==> config.mk <==
export PLATFORM = sky130hd
export DESIGN_NAME = serial_command_power_supervisor
export DESIGN_NICKNAME = d
export VERILOG_FILES = /design/src/rtl/core/scps_pkg.sv /design/src/rtl/core/scps_queue.sv /design/src/rtl/core/scps_front.sv /design/src/rtl/core/scps_back.sv /design/src/rtl/core/serial_command_power_supervisor.sv
export SDC_FILE = /design/constraint.sdc
export NUM_CORES = 1
export LEC_CHECK = 0
export BUFFER_PORTS_ARGS = -buffer_cell sky130_fd_sc_hd__buf_2
export CORE_MARGIN = 2
export CORE_UTILIZATION = 40
export CTS_CLUSTER_SIZE = 40
export DETAILED_ROUTE_END_ITERATION = 8
export PLACE_DENSITY = 0.63
export RECOVER_POWER = 50
export SLEW_MARGIN = 10
export SYNTH_ARGS = -nofsm -noshare
export SYNTH_HDL_FRONTEND = slang
export SYNTH_SLANG_ARGS = --single-unit
==> constraint.sdc <==
create_clock -name clock -period 11.7 [get_ports clock]
set_input_delay 1.17 -clock clock [delete_from_list [all_inputs] [get_ports clock]]
set_output_delay 1.17 -clock clock [all_outputs]
set_load 0.02 [all_outputs]
==> src/rtl/core/scps_pkg.sv <==
// shared types, keyword tables and opcodes of the serial command power supervisor
`default_nettype none
package scps_pkg;

   localparam int KW_BITS = 224;
   localparam int KW_COUNT = 21;

   localparam int KW_HOST = 0;
   localparam int KW_POWER = 1;
   localparam int KW_LCD = 2;
   localparam int KW_WD = 3;
   localparam int KW_SELF = 4;
   localparam int KW_ON = 5;
   localparam int KW_OFF = 6;
   localparam int KW_DEV_ON = 7;
   localparam int KW_DEV_OFF = 13;
   localparam int DEV_MIC = 0;
   localparam int DEV_MODEM = 1;
   localparam int DEV_WIFI = 2;
   localparam int DEV_HUB = 3;
   localparam int DEV_HD = 4;
   localparam int DEV_LCD = 5;
   localparam int KW_ENABLE = 19;
   localparam int KW_DISABLE = 20;

   // board and controller names and the modem device, as raw bytes
   localparam logic [87:0] TAG_HOST = 88'h426561676c65626f617264;
   localparam logic [23:0] TAG_MCU = 24'h415652;
   localparam logic [39:0] TAG_MODEM = 40'h6e65787467;

   localparam logic [KW_BITS-1:0] KW_TEXT [KW_COUNT] = '{
      KW_BITS'({"REALLY reset the ", TAG_HOST}), KW_BITS'("power"), KW_BITS'("lcd"),
      KW_BITS'("watchdog"), KW_BITS'({"REALLY reset the ", TAG_MCU}), KW_BITS'("on"),
      KW_BITS'("off"),
      KW_BITS'("usbmic"), KW_BITS'(TAG_MODEM), KW_BITS'("wifi"), KW_BITS'("usbhub"),
      KW_BITS'("usbhd"), KW_BITS'("lcd"),
      KW_BITS'("usbmic"), KW_BITS'(TAG_MODEM), KW_BITS'("wifi"), KW_BITS'("usbhub"),
      KW_BITS'("usbhd"), KW_BITS'("lcd"),
      KW_BITS'("enable"), KW_BITS'("disable")};
   localparam int KW_LEN [KW_COUNT] = '{28, 5, 3, 8, 20, 2, 3,
      6, 5, 4, 6, 5, 3, 6, 5, 4, 6, 5, 3, 6, 7};
   localparam int KW_POS [KW_COUNT] = '{0, 0, 0, 0, 0, 6, 6,
      9, 9, 9, 9, 9, 9, 10, 10, 10, 10, 10, 10, 9, 9};

   localparam logic [63:0] MARKER = {"#=# ", TAG_MCU, " "};
   localparam logic [7:0] CHAR_LF = 8'h0a;
   localparam logic [7:0] CHAR_CR = 8'h0d;
   localparam logic [7:0] CHAR_ONE = 8'h31;
   localparam logic [7:0] CHAR_EIGHT = 8'h38;

   localparam logic [3:0] ST_NONE = 4'd0;
   localparam logic [3:0] ST_POWER_DONE = 4'd1;
   localparam logic [3:0] ST_UNKNOWN_CMD = 4'd2;
   localparam logic [3:0] ST_BAD_ONOFF = 4'd3;
   localparam logic [3:0] ST_UNKNOWN_DEV = 4'd4;
   localparam logic [3:0] ST_HOST_RESET = 4'd5;
   localparam logic [3:0] ST_WD_ENABLE = 4'd6;
   localparam logic [3:0] ST_WD_DISABLE = 4'd7;
   localparam logic [3:0] ST_LCD_CMD = 4'd8;
   localparam logic [3:0] ST_BAD_WD_ARG = 4'd9;

   localparam logic [1:0] CSR_WD_TIMEOUT = 2'd0;
   localparam logic [1:0] CSR_RESTART_SECONDS = 2'd1;
   localparam logic [1:0] CSR_DRY_RUN = 2'd2;
   localparam logic [1:0] CSR_PIN_MIRROR = 2'd3;

   typedef enum logic [3:0] {
      OP_TICK, OP_BYTE, OP_HOST, OP_POWER, OP_POWER_LCD, OP_STATUS,
      OP_WD_EN, OP_WD_DIS, OP_SELF
   } op_type;

   typedef struct packed {
      op_type     op;
      logic [3:0] status;
      logic       turn_on;
      logic       is_digit;
      logic [2:0] pin;
   } entry_type;

   function automatic logic kw_ok(input int k, input logic [5:0] p, input logic [7:0] b);
      int idx;
      logic ok;
      idx = int'(p) - KW_POS[k];
      ok = 1'b1;
      if (idx >= 0 && idx < KW_LEN[k]) begin
         ok = (KW_TEXT[k][8*(KW_LEN[k]-1-idx) +: 8] == b);
      end
      return ok;
   endfunction

endpackage
`default_nettype wire

==> src/rtl/core/scps_queue.sv <==
// small fifo between the command front end and the execution back end
`default_nettype none
module scps_queue #(
   parameter int DEPTH = 2
) (
   input  wire logic               clock,
   input  wire logic               reset,
   input  wire logic               wr_en,
   input  wire scps_pkg::entry_type wr_data,
   output logic                    q_full,
   input  wire logic               rd_en,
   output scps_pkg::entry_type     rd_data,
   output logic                    q_empty
);
   localparam int PW = (DEPTH > 1) ? $clog2(DEPTH) : 1;
   localparam int CW = $clog2(DEPTH + 1);

   scps_pkg::entry_type mem_ff [DEPTH];
   logic [PW-1:0] head_ff, head_in, tail_ff, tail_in;
   logic [CW-1:0] count_ff, count_in;
   logic do_wr, do_rd;

   assign q_full = (count_ff == CW'(DEPTH));
   assign q_empty = (count_ff == '0);
   assign do_wr = wr_en && !q_full;
   assign do_rd = rd_en && !q_empty;
   assign rd_data = mem_ff[head_ff];

   always_comb begin
      head_in = head_ff;
      tail_in = tail_ff;
      count_in = count_ff;
      if (do_wr) begin
         tail_in = (tail_ff == PW'(DEPTH - 1)) ? '0 : tail_ff + 1'b1;
      end
      if (do_rd) begin
         head_in = (head_ff == PW'(DEPTH - 1)) ? '0 : head_ff + 1'b1;
      end
      if (do_wr && !do_rd) begin
         count_in = count_ff + 1'b1;
      end else if (do_rd && !do_wr) begin
         count_in = count_ff - 1'b1;
      end
   end

   always_ff @(posedge clock) begin
      if (reset) begin
         head_ff <= '0;
         tail_ff <= '0;
         count_ff <= '0;
      end else begin
         head_ff <= head_in;
         tail_ff <= tail_in;
         count_ff <= count_in;
      end
   end

   always_ff @(posedge clock) begin
      if (do_wr) begin
         mem_ff[tail_ff] <= wr_data;
      end
   end
endmodule
`default_nettype wire

==> src/rtl/core/scps_front.sv <==
// front end: marker framing, line collection, keyword matching and command decode
`default_nettype none
module scps_front (
   input  wire logic               clock,
   input  wire logic               reset,
   input  wire logic               accept,
   input  wire logic               item_type,
   input  wire logic [7:0]         item_byte,
   output scps_pkg::entry_type     entry
);
   logic [2:0] prefix_pos_ff, prefix_pos_in;
   logic in_line_ff, in_line_in;
   logic [5:0] line_len_ff, line_len_in;
   logic [scps_pkg::KW_COUNT-1:0] flags_ff, flags_in, hit;
   logic [7:0] d9_ff, d9_in, d10_ff, d10_in;
   logic line_end, dig_ok;
   logic [7:0] dig;
   int base;

   assign line_end = in_line_ff &&
      (item_byte == scps_pkg::CHAR_LF || item_byte == scps_pkg::CHAR_CR);

   always_comb begin
      for (int k = 0; k < scps_pkg::KW_COUNT; k++) begin
         hit[k] = flags_ff[k] &&
            (int'(line_len_ff) >= scps_pkg::KW_POS[k] + scps_pkg::KW_LEN[k]);
      end
   end

   always_comb begin
      prefix_pos_in = prefix_pos_ff;
      in_line_in = in_line_ff;
      line_len_in = line_len_ff;
      flags_in = flags_ff;
      d9_in = d9_ff;
      d10_in = d10_ff;
      if (!item_type) begin
         if (in_line_ff) begin
            if (line_end) begin
               in_line_in = 1'b0;
               line_len_in = '0;
            end else if (line_len_ff != 6'h3f) begin
               line_len_in = line_len_ff + 1'b1;
               for (int k = 0; k < scps_pkg::KW_COUNT; k++) begin
                  flags_in[k] = flags_ff[k] & scps_pkg::kw_ok(k, line_len_ff, item_byte);
               end
               if (line_len_ff == 6'd9) begin
                  d9_in = item_byte;
               end
               if (line_len_ff == 6'd10) begin
                  d10_in = item_byte;
               end
            end
         end else if (item_byte == scps_pkg::MARKER[8*(7-int'(prefix_pos_ff)) +: 8]) begin
            if (prefix_pos_ff == 3'd7) begin
               prefix_pos_in = '0;
               in_line_in = 1'b1;
               line_len_in = '0;
               flags_in = '1;
            end else begin
               prefix_pos_in = prefix_pos_ff + 1'b1;
            end
         end else begin
            prefix_pos_in = '0;
         end
      end
   end

   always_comb begin
      entry.op = scps_pkg::OP_BYTE;
      entry.status = scps_pkg::ST_NONE;
      entry.turn_on = 1'b0;
      entry.is_digit = 1'b0;
      entry.pin = '0;
      base = hit[scps_pkg::KW_ON] ? scps_pkg::KW_DEV_ON : scps_pkg::KW_DEV_OFF;
      dig = hit[scps_pkg::KW_ON] ? d9_ff : d10_ff;
      dig_ok = (hit[scps_pkg::KW_ON] ? (line_len_ff > 6'd9) : (line_len_ff > 6'd10)) &&
         dig >= scps_pkg::CHAR_ONE && dig <= scps_pkg::CHAR_EIGHT;
      if (item_type) begin
         entry.op = scps_pkg::OP_TICK;
      end else if (line_end) begin
         if (hit[scps_pkg::KW_HOST]) begin
            entry.op = scps_pkg::OP_HOST;
         end else if (hit[scps_pkg::KW_POWER]) begin
            entry.turn_on = hit[scps_pkg::KW_ON];
            entry.op = scps_pkg::OP_POWER;
            if (!hit[scps_pkg::KW_ON] && !hit[scps_pkg::KW_OFF]) begin
               entry.op = scps_pkg::OP_STATUS;
               entry.status = scps_pkg::ST_BAD_ONOFF;
            end else if (dig_ok) begin
               entry.is_digit = 1'b1;
               entry.pin = 3'(dig - scps_pkg::CHAR_ONE);
            end else if (hit[base + scps_pkg::DEV_MIC]) begin
               entry.pin = 3'd1;
            end else if (hit[base + scps_pkg::DEV_MODEM]) begin
               entry.pin = 3'd4;
            end else if (hit[base + scps_pkg::DEV_WIFI]) begin
               entry.pin = 3'd5;
            end else if (hit[base + scps_pkg::DEV_HUB]) begin
               entry.pin = 3'd2;
            end else if (hit[base + scps_pkg::DEV_HD]) begin
               entry.pin = 3'd3;
            end else if (hit[base + scps_pkg::DEV_LCD]) begin
               entry.op = scps_pkg::OP_POWER_LCD;
            end else begin
               entry.op = scps_pkg::OP_STATUS;
               entry.status = scps_pkg::ST_UNKNOWN_DEV;
            end
         end else if (hit[scps_pkg::KW_LCD]) begin
            entry.op = scps_pkg::OP_STATUS;
            entry.status = scps_pkg::ST_LCD_CMD;
         end else if (hit[scps_pkg::KW_WD]) begin
            if (hit[scps_pkg::KW_ENABLE]) begin
               entry.op = scps_pkg::OP_WD_EN;
            end else if (hit[scps_pkg::KW_DISABLE]) begin
               entry.op = scps_pkg::OP_WD_DIS;
            end else begin
               entry.op = scps_pkg::OP_STATUS;
               entry.status = scps_pkg::ST_BAD_WD_ARG;
            end
         end else if (hit[scps_pkg::KW_SELF]) begin
            entry.op = scps_pkg::OP_SELF;
         end else begin
            entry.op = scps_pkg::OP_STATUS;
            entry.status = scps_pkg::ST_UNKNOWN_CMD;
         end
      end
   end

   always_ff @(posedge clock) begin
      if (reset) begin
         prefix_pos_ff <= '0;
         in_line_ff <= 1'b0;
         line_len_ff <= '0;
         flags_ff <= '0;
      end else if (accept) begin
         prefix_pos_ff <= prefix_pos_in;
         in_line_ff <= in_line_in;
         line_len_ff <= line_len_in;
         flags_ff <= flags_in;
      end
   end

   always_ff @(posedge clock) begin
      if (accept) begin
         d9_ff <= d9_in;
         d10_ff <= d10_in;
      end
   end
endmodule
`default_nettype wire

==> src/rtl/core/scps_back.sv <==
// back end: power port, watchdog, restart countdown and result register
`default_nettype none
module scps_back (
   input  wire logic               clock,
   input  wire logic               reset,
   input  wire scps_pkg::entry_type entry,
   input  wire logic               q_empty,
   output logic                    q_pop,
   input  wire logic [15:0]        watchdog_timeout,
   input  wire logic [7:0]         restart_seconds,
   input  wire logic               dry_run,
   input  wire logic               pin_mirror,
   output logic                    empty,
   input  wire logic               pop,
   output logic [7:0]              supply_n,
   output logic                    lcd_power,
   output logic                    watchdog_on,
   output logic [3:0]              cmd_status,
   output logic [2:0]              report_pin,
   output logic                    report_state,
   output logic                    watchdog_fired,
   output logic                    host_restored,
   output logic                    self_reset_request
);
   logic [7:0] port_ff, port_in;
   logic lcd_ff, lcd_in, wd_en_ff, wd_en_in;
   logic [15:0] wd_count_ff, wd_count_in;
   logic [7:0] rc_ff, rc_in;
   logic ra_ff, ra_in;
   logic valid_ff;
   logic [3:0] st_ff, st_in;
   logic [2:0] rpin_ff, rpin_in;
   logic ron_ff, ron_in, fired_ff, fired_in, rest_ff, rest_in, self_ff, self_in;
   logic [2:0] host_pin, p;
   logic [16:0] c;

   assign q_pop = !q_empty && (!valid_ff || pop);
   assign host_pin = pin_mirror ? 3'd0 : 3'd7;
   assign empty = !valid_ff;
   assign supply_n = port_ff;
   assign lcd_power = lcd_ff;
   assign watchdog_on = wd_en_ff;
   assign cmd_status = st_ff;
   assign report_pin = rpin_ff;
   assign report_state = ron_ff;
   assign watchdog_fired = fired_ff;
   assign host_restored = rest_ff;
   assign self_reset_request = self_ff;

   always_comb begin
      port_in = port_ff;
      lcd_in = lcd_ff;
      wd_en_in = wd_en_ff;
      wd_count_in = wd_count_ff;
      rc_in = rc_ff;
      ra_in = ra_ff;
      st_in = scps_pkg::ST_NONE;
      rpin_in = '0;
      ron_in = 1'b0;
      fired_in = 1'b0;
      rest_in = 1'b0;
      self_in = 1'b0;
      c = {1'b0, wd_count_ff} + 17'd1;
      p = entry.pin;
      if (entry.is_digit && pin_mirror) begin
         p = 3'd7 - entry.pin;
      end
      if (entry.op == scps_pkg::OP_TICK) begin
         if (ra_ff) begin
            if (rc_ff <= 8'd1) begin
               rc_in = '0;
               ra_in = 1'b0;
               port_in[host_pin] = 1'b0;
               rest_in = 1'b1;
            end else begin
               rc_in = rc_ff - 1'b1;
            end
         end
         if (wd_en_ff) begin
            if (c > {1'b0, watchdog_timeout}) begin
               fired_in = 1'b1;
               wd_count_in = '0;
               if (!dry_run) begin
                  port_in[host_pin] = 1'b1;
                  rc_in = restart_seconds;
                  ra_in = 1'b1;
               end
            end else begin
               wd_count_in = c[15:0];
            end
         end
      end else begin
         wd_count_in = '0;
         case (entry.op)
            scps_pkg::OP_HOST: begin
               port_in[host_pin] = 1'b1;
               rc_in = restart_seconds;
               ra_in = 1'b1;
               st_in = scps_pkg::ST_HOST_RESET;
            end
            scps_pkg::OP_POWER: begin
               port_in[p] = !entry.turn_on;
               st_in = scps_pkg::ST_POWER_DONE;
               rpin_in = p;
               ron_in = entry.turn_on;
            end
            scps_pkg::OP_POWER_LCD: begin
               lcd_in = entry.turn_on;
               st_in = scps_pkg::ST_POWER_DONE;
               ron_in = entry.turn_on;
            end
            scps_pkg::OP_STATUS: st_in = entry.status;
            scps_pkg::OP_WD_EN: begin
               wd_en_in = 1'b1;
               st_in = scps_pkg::ST_WD_ENABLE;
            end
            scps_pkg::OP_WD_DIS: begin
               wd_en_in = 1'b0;
               st_in = scps_pkg::ST_WD_DISABLE;
            end
            scps_pkg::OP_SELF: self_in = 1'b1;
            default: st_in = scps_pkg::ST_NONE;
         endcase
      end
   end

   always_ff @(posedge clock) begin
      if (reset) begin
         port_ff <= 8'hfa;
         lcd_ff <= 1'b1;
         wd_en_ff <= 1'b1;
         wd_count_ff <= '0;
         rc_ff <= '0;
         ra_ff <= 1'b0;
         valid_ff <= 1'b0;
      end else begin
         if (q_pop) begin
            port_ff <= port_in;
            lcd_ff <= lcd_in;
            wd_en_ff <= wd_en_in;
            wd_count_ff <= wd_count_in;
            rc_ff <= rc_in;
            ra_ff <= ra_in;
            valid_ff <= 1'b1;
         end else if (pop) begin
            valid_ff <= 1'b0;
         end
      end
   end

   always_ff @(posedge clock) begin
      if (q_pop) begin
         st_ff <= st_in;
         rpin_ff <= rpin_in;
         ron_ff <= ron_in;
         fired_ff <= fired_in;
         rest_ff <= rest_in;
         self_ff <= self_in;
      end
   end
endmodule
`default_nettype wire

==> src/rtl/core/serial_command_power_supervisor.sv <==
// Serial command power supervisor. Each transaction is a serial byte or a one-second
// tick and yields exactly one result. Keywords are matched as the line arrives, so a
// line end needs no separate matching pass: a transaction passes the front end in its
// accept cycle, waits in a QUEUE_DEPTH-entry queue, and the back end retires one
// per cycle into the result register, where each result stays until it is popped;
// the sustained rate is one transaction per cycle while results are popped.
// Configuration writes are always ready and take effect at once; write them only
// while no transaction is in flight.
`default_nettype none
module serial_command_power_supervisor #(
   parameter int QUEUE_DEPTH = 2
) (
   input  wire logic        clock,
   input  wire logic        reset,
   input  wire logic        push,
   output logic             full,
   input  wire logic        req_type,
   input  wire logic [7:0]  req_rx_byte,
   output logic             empty,
   input  wire logic        pop,
   output logic [7:0]       rsp_supply_n,
   output logic             rsp_lcd_power,
   output logic             rsp_watchdog_on,
   output logic [3:0]       rsp_cmd_status,
   output logic [2:0]       rsp_report_pin,
   output logic             rsp_report_state,
   output logic             rsp_watchdog_fired,
   output logic             rsp_host_restored,
   output logic             rsp_self_reset_request,
   input  wire logic        csr_valid,
   output logic             csr_ready,
   input  wire logic [1:0]  csr_index,
   input  wire logic [15:0] csr_data
);
   logic [15:0] wd_timeout_ff;
   logic [7:0] restart_sec_ff;
   logic dry_run_ff, pin_mirror_ff;
   logic accept, q_empty, q_pop;
   scps_pkg::entry_type f_entry, q_entry;

   assign accept = push && !full;
   assign csr_ready = 1'b1;

   always_ff @(posedge clock) begin
      if (reset) begin
         wd_timeout_ff <= 16'd600;
         restart_sec_ff <= 8'd10;
         dry_run_ff <= 1'b1;
         pin_mirror_ff <= 1'b1;
      end else if (csr_valid) begin
         case (csr_index)
            scps_pkg::CSR_WD_TIMEOUT: wd_timeout_ff <= csr_data;
            scps_pkg::CSR_RESTART_SECONDS: restart_sec_ff <= csr_data[7:0];
            scps_pkg::CSR_DRY_RUN: dry_run_ff <= csr_data[0];
            scps_pkg::CSR_PIN_MIRROR: pin_mirror_ff <= csr_data[0];
            default: dry_run_ff <= dry_run_ff;
         endcase
      end
   end

   scps_front u_front (
      .clock(clock), .reset(reset), .accept(accept), .item_type(req_type),
      .item_byte(req_rx_byte), .entry(f_entry)
   );

   scps_queue #(.DEPTH(QUEUE_DEPTH)) u_queue (
      .clock(clock), .reset(reset), .wr_en(accept), .wr_data(f_entry), .q_full(full),
      .rd_en(q_pop), .rd_data(q_entry), .q_empty(q_empty)
   );

   scps_back u_back (
      .clock(clock), .reset(reset), .entry(q_entry), .q_empty(q_empty), .q_pop(q_pop),
      .watchdog_timeout(wd_timeout_ff), .restart_seconds(restart_sec_ff),
      .dry_run(dry_run_ff), .pin_mirror(pin_mirror_ff), .empty(empty), .pop(pop),
      .supply_n(rsp_supply_n), .lcd_power(rsp_lcd_power),
      .watchdog_on(rsp_watchdog_on), .cmd_status(rsp_cmd_status),
      .report_pin(rsp_report_pin), .report_state(rsp_report_state),
      .watchdog_fired(rsp_watchdog_fired), .host_restored(rsp_host_restored),
      .self_reset_request(rsp_self_reset_request)
   );
endmodule
`default_nettype wire

==> impl_metrics.csv <==
group,metric,value,unit
synthesis,number_of_flops_mapped_to_enable_cells_by_yosys,53,
cts,clock_sink_count,151,
final_layout,areaGrowthSynthToFinish,7.25,%
cts,cts-root-to-sink-buffers,2,
synthesis,muxShareOfSynthArea,4.17,%
cts,post_cts_buffers,0,
hold_path,worstHoldPathType,"reg -> reg",
synthesis,share_of_async_settable_or_async_resettable_flops_after_synthesis,0,%
setup_path,crit_fanout,35,
global_routing,grt_pass1_wl,65800,µm
die,initial_utilization,40.4,%
place,dp_hpwl,29600,µm
global_routing,grt_overflow,0,
setup_path,critical_path_class,"in -> reg",
global_routing,grt_util_all_layers,25.0,%
synthesis,synth_top_area_cell,"dfxtp_1",
cts,tritoncts,"yes",
synthesis,synth_fa_ha_area_share,6.31,%
cts,clk_pin_slew,0.07,ns
sta,timing.setup.tns,0,ns
detailed_routing,wirelength,42300,µm
cts,numCtsBuffers,17,
final_layout,multi_input_area,8430,µm²
final_layout,commonest_cells_after_routing_fill_and_taps_aside,"nand2_1, nor2_1, a21oi_1",
detailed_routing,dr.pass1.iters,7,
final_layout,finish.net_count,1695,
synthesis,postSynthAreaPerCell,7.85,µm²
cts,postCtsResizedCells,0,
place,placed_cells_incl_taps,1982,
final_layout,regArea,3560,µm²
final_layout,fin_cells,2014,
sta,finalSetupViolations,0,
final_layout,num_antenna_cells,0,
synthesis,synth_top_family_by_area,"simple AND/OR/NAND/NOR gates",
place,portBuffers,54,
synthesis,synth-compound-area-share,24.5,%
sta,worst-slew-pin-transition,2.21,ns
sta,timing.final.crit_period,4.79,ns
sta,rsz0062_at_grt,"false",
detailed_routing,initialDrtViolationCount,1179,
power_and_ir_drop,ir_worst_vdd,0.117,mV
die,core,31400,µm²
global_routing,via_count_of_the_first_global_routing_pass,11600,
die,row_count,65,
place,gp_congestion,0.963,
synthesis,mappedNetlistArea,12700,µm²
setup_path,timing.critical_path.arrival,5.11,ns
setup_path,timing.critical_path.required,12.02,ns
sta,max_freq,209,MHz
final_layout,ratio_of_cells_with_drive_above_1_in_the_final_layout,7.69,%
global_routing,grt_max_degree,59,
run,maxCapViolations,8,
die,i_o_pin_cnt,56,
synthesis,synth_top_area_share,15.5,%
setup_path,critical_path.startpoint_type,"primary input",
final_layout,stdcell_area,13600,µm²
run_status,outcome,"finished with violations",
cts,h_tree_lvls,4,
synthesis,synth.top_cells.by_area,"dfxtp_1, edfxtp_1, ha_1, nand2_1, a21oi_1",
synthesis,syn-instance-count,1615,
detailed_routing,vias,12500,
setup_path,end_kind,"flip-flop",
power_and_ir_drop,total_leakage_power,0.00509,µW
sta,fin_crit_sh,40.9,%
synthesis,dominantRegCellSynth,"dfxtp_1",
detailed_routing,ant_nets,0,
detailed_routing,drc,0,
final_layout,fin_util,43.3,%
cts,clk_latency,0.43,ns
sta,final_hold_viol_count,0,
synthesis,yosys_register_bits,151,
detailed_routing,wl_per_cell,21.0,µm
sta,maxSlewViolCount,275,
synthesis,yosysWarningCount,0,
sta,skew,0.0157,ns
detailed_routing,avgViaCountPerCell,6.22,
power_and_ir_drop,power_density,110,nW/µm²
synthesis,post_synth_xor_area_fraction,5.92,%
cts,clock_root_buffer,"clkbuf_16",
final_layout,mostFrequentLayoutCell,"nand2_1",
synthesis,synth.lib_cells_used.distinct,101,
run_status,violations,"capacitance limit, slew limit",
synthesis,yosys.area_share.simple,25.4,%
die,die-area,33100,µm²
synthesis,syn-num-nets,1711,
die,die_outline_height,182,µm
global_routing,grt_antenna_before_repair,0,
place,post_dp_cell_area,13100,µm²
synthesis,seq_area_frac_synth,28.0,%
final_layout,n_fill_cell,3197,
cts,cts_hold_buffers,0,
die,fp.dieW,182,µm
sta,worst_slew_slack_as_a_fraction_of_its_limit,-47.4,%
[cells by family after synthesis]
logic type	count (synthesis)
and+or+nand+nor	641
AOI/OAI and AO/OA	459
buffers and inverters	167
DFF	151
xor gates and xnor gates	80
adders and majority gates	64
muxes	52
other	1
[where the power goes]
group / internal [µW] / total [µW] / switching [µW] / leakage [µW]
Sequential: 600 / 637 / 36.9 / 0.00130
Clock: 275 / 520 / 245 / 0.000253
Combinational: 108 / 340 / 232 / 0.00354
[flip-flops by register name, indices dropped and copies added (netlist names), 2 cells and up, named ones only]
| register | cells |
|---|---|
| u_back.cmd_status | 4 |
| u_front.d9_ff | 8 |
| u_back.supply_n | 8 |
| restart_sec_ff | 8 |
| u_front.prefix_pos_ff | 3 |
| u_back.report_pin | 3 |
| u_front.line_len_ff | 6 |
| wd_timeout_ff | 16 |
| u_back.wd_count_ff | 16 |
| u_back.rc_ff | 8 |
| u_queue.count_ff | 2 |
| u_queue.mem_ff | 26 |
| u_front.flags_ff | 21 |
| u_front.d10_ff | 8 |
[layout make-up]
cell class | instances | area share (%)
Clock buffer | 20 | 3.21
Clock inverter | 12 | 0.708
Inverter | 56 | 1.55
Multi-Input combinational cell | 1297 | 62.0
Sequential cell | 151 | 26.1
Tap cell | 402 | 3.70
Timing Repair Buffer | 76 | 2.73
[critical path: stages]
cell and delay (ns):
buf_2 0.07, clkbuf_1 1.34, and3b_1 0.31, o2111ai_1 0.44, or4b_1 0.81, nor2_1 0.19
o311ai_1 0.21, a21oi_1 0.21, nor2_1 0.06, a41o_1 0.25
[path summary, 6_finish.rpt]
| check | slack, ns | from | endpoint | depth (start not counted) |
|---|---|---|---|---|
| setup reg to reg | 7.00 | u_front.line_len_ff[1] | u_front.flags_ff[10] | 13 |
| hold reg to reg | 0.46 | wd_timeout_ff[5] | wd_timeout_ff[5] | 2 |
| setup / recovery | 6.91 | req_rx_byte[1] | u_front.flags_ff[11] | 10 |
| hold / removal | 0.46 | wd_timeout_ff[5] | wd_timeout_ff[5] | 2 |
[stage by stage]
stage               hold slack, ns  setup WS (ns)  power (µW)
floorplan                    0.436           7.67         888
global placement             0.446           7.16         985
detailed placement           0.450           7.17         991
CTS                          0.458           7.13        1510
global route                 0.476           6.65        1560
finish                       0.457           6.91        1500
[Yosys cell counts (8+ instances only)]
cell       instances
xor2_1            31
and2_1            14
or3_1             17
or4_1             11
nand3b_1          10
ha_1              64
o21ai_0           95
clkbuf_1          65
nand2_1          173
a21o_1            17
o31ai_1           12
and3_1            24
a211oi_1          11
inv_1             49
a21oi_1          118
xnor2_1           44
o32ai_1            8
dfxtp_1           98
nor3_1            39
o211ai_1          25
nor4_1            20
buf_2             30
nor2_1           141
nor2b_1           25
edfxtp_1          53
mux2i_1           45
nor3b_1           11
nand2b_1          25
a31oi_1           29
or2_2              9
nand4_1           23
nand3_1           69
o2111ai_1          9
a22oi_1            8
[routing by layer]
metal | track usage [%] | vias up | wire (µm)
li1 | - | 5924 | -
met5 | 0 | - | 0
met2 | 39.6 | 591 | 18700
met1 | 33.5 | 5898 | 18100
met4 | 11.8 | 0 | 1940
met3 | 4.05 | 110 | 3480
No activity file was read; power rests on OpenSTA's default activity.
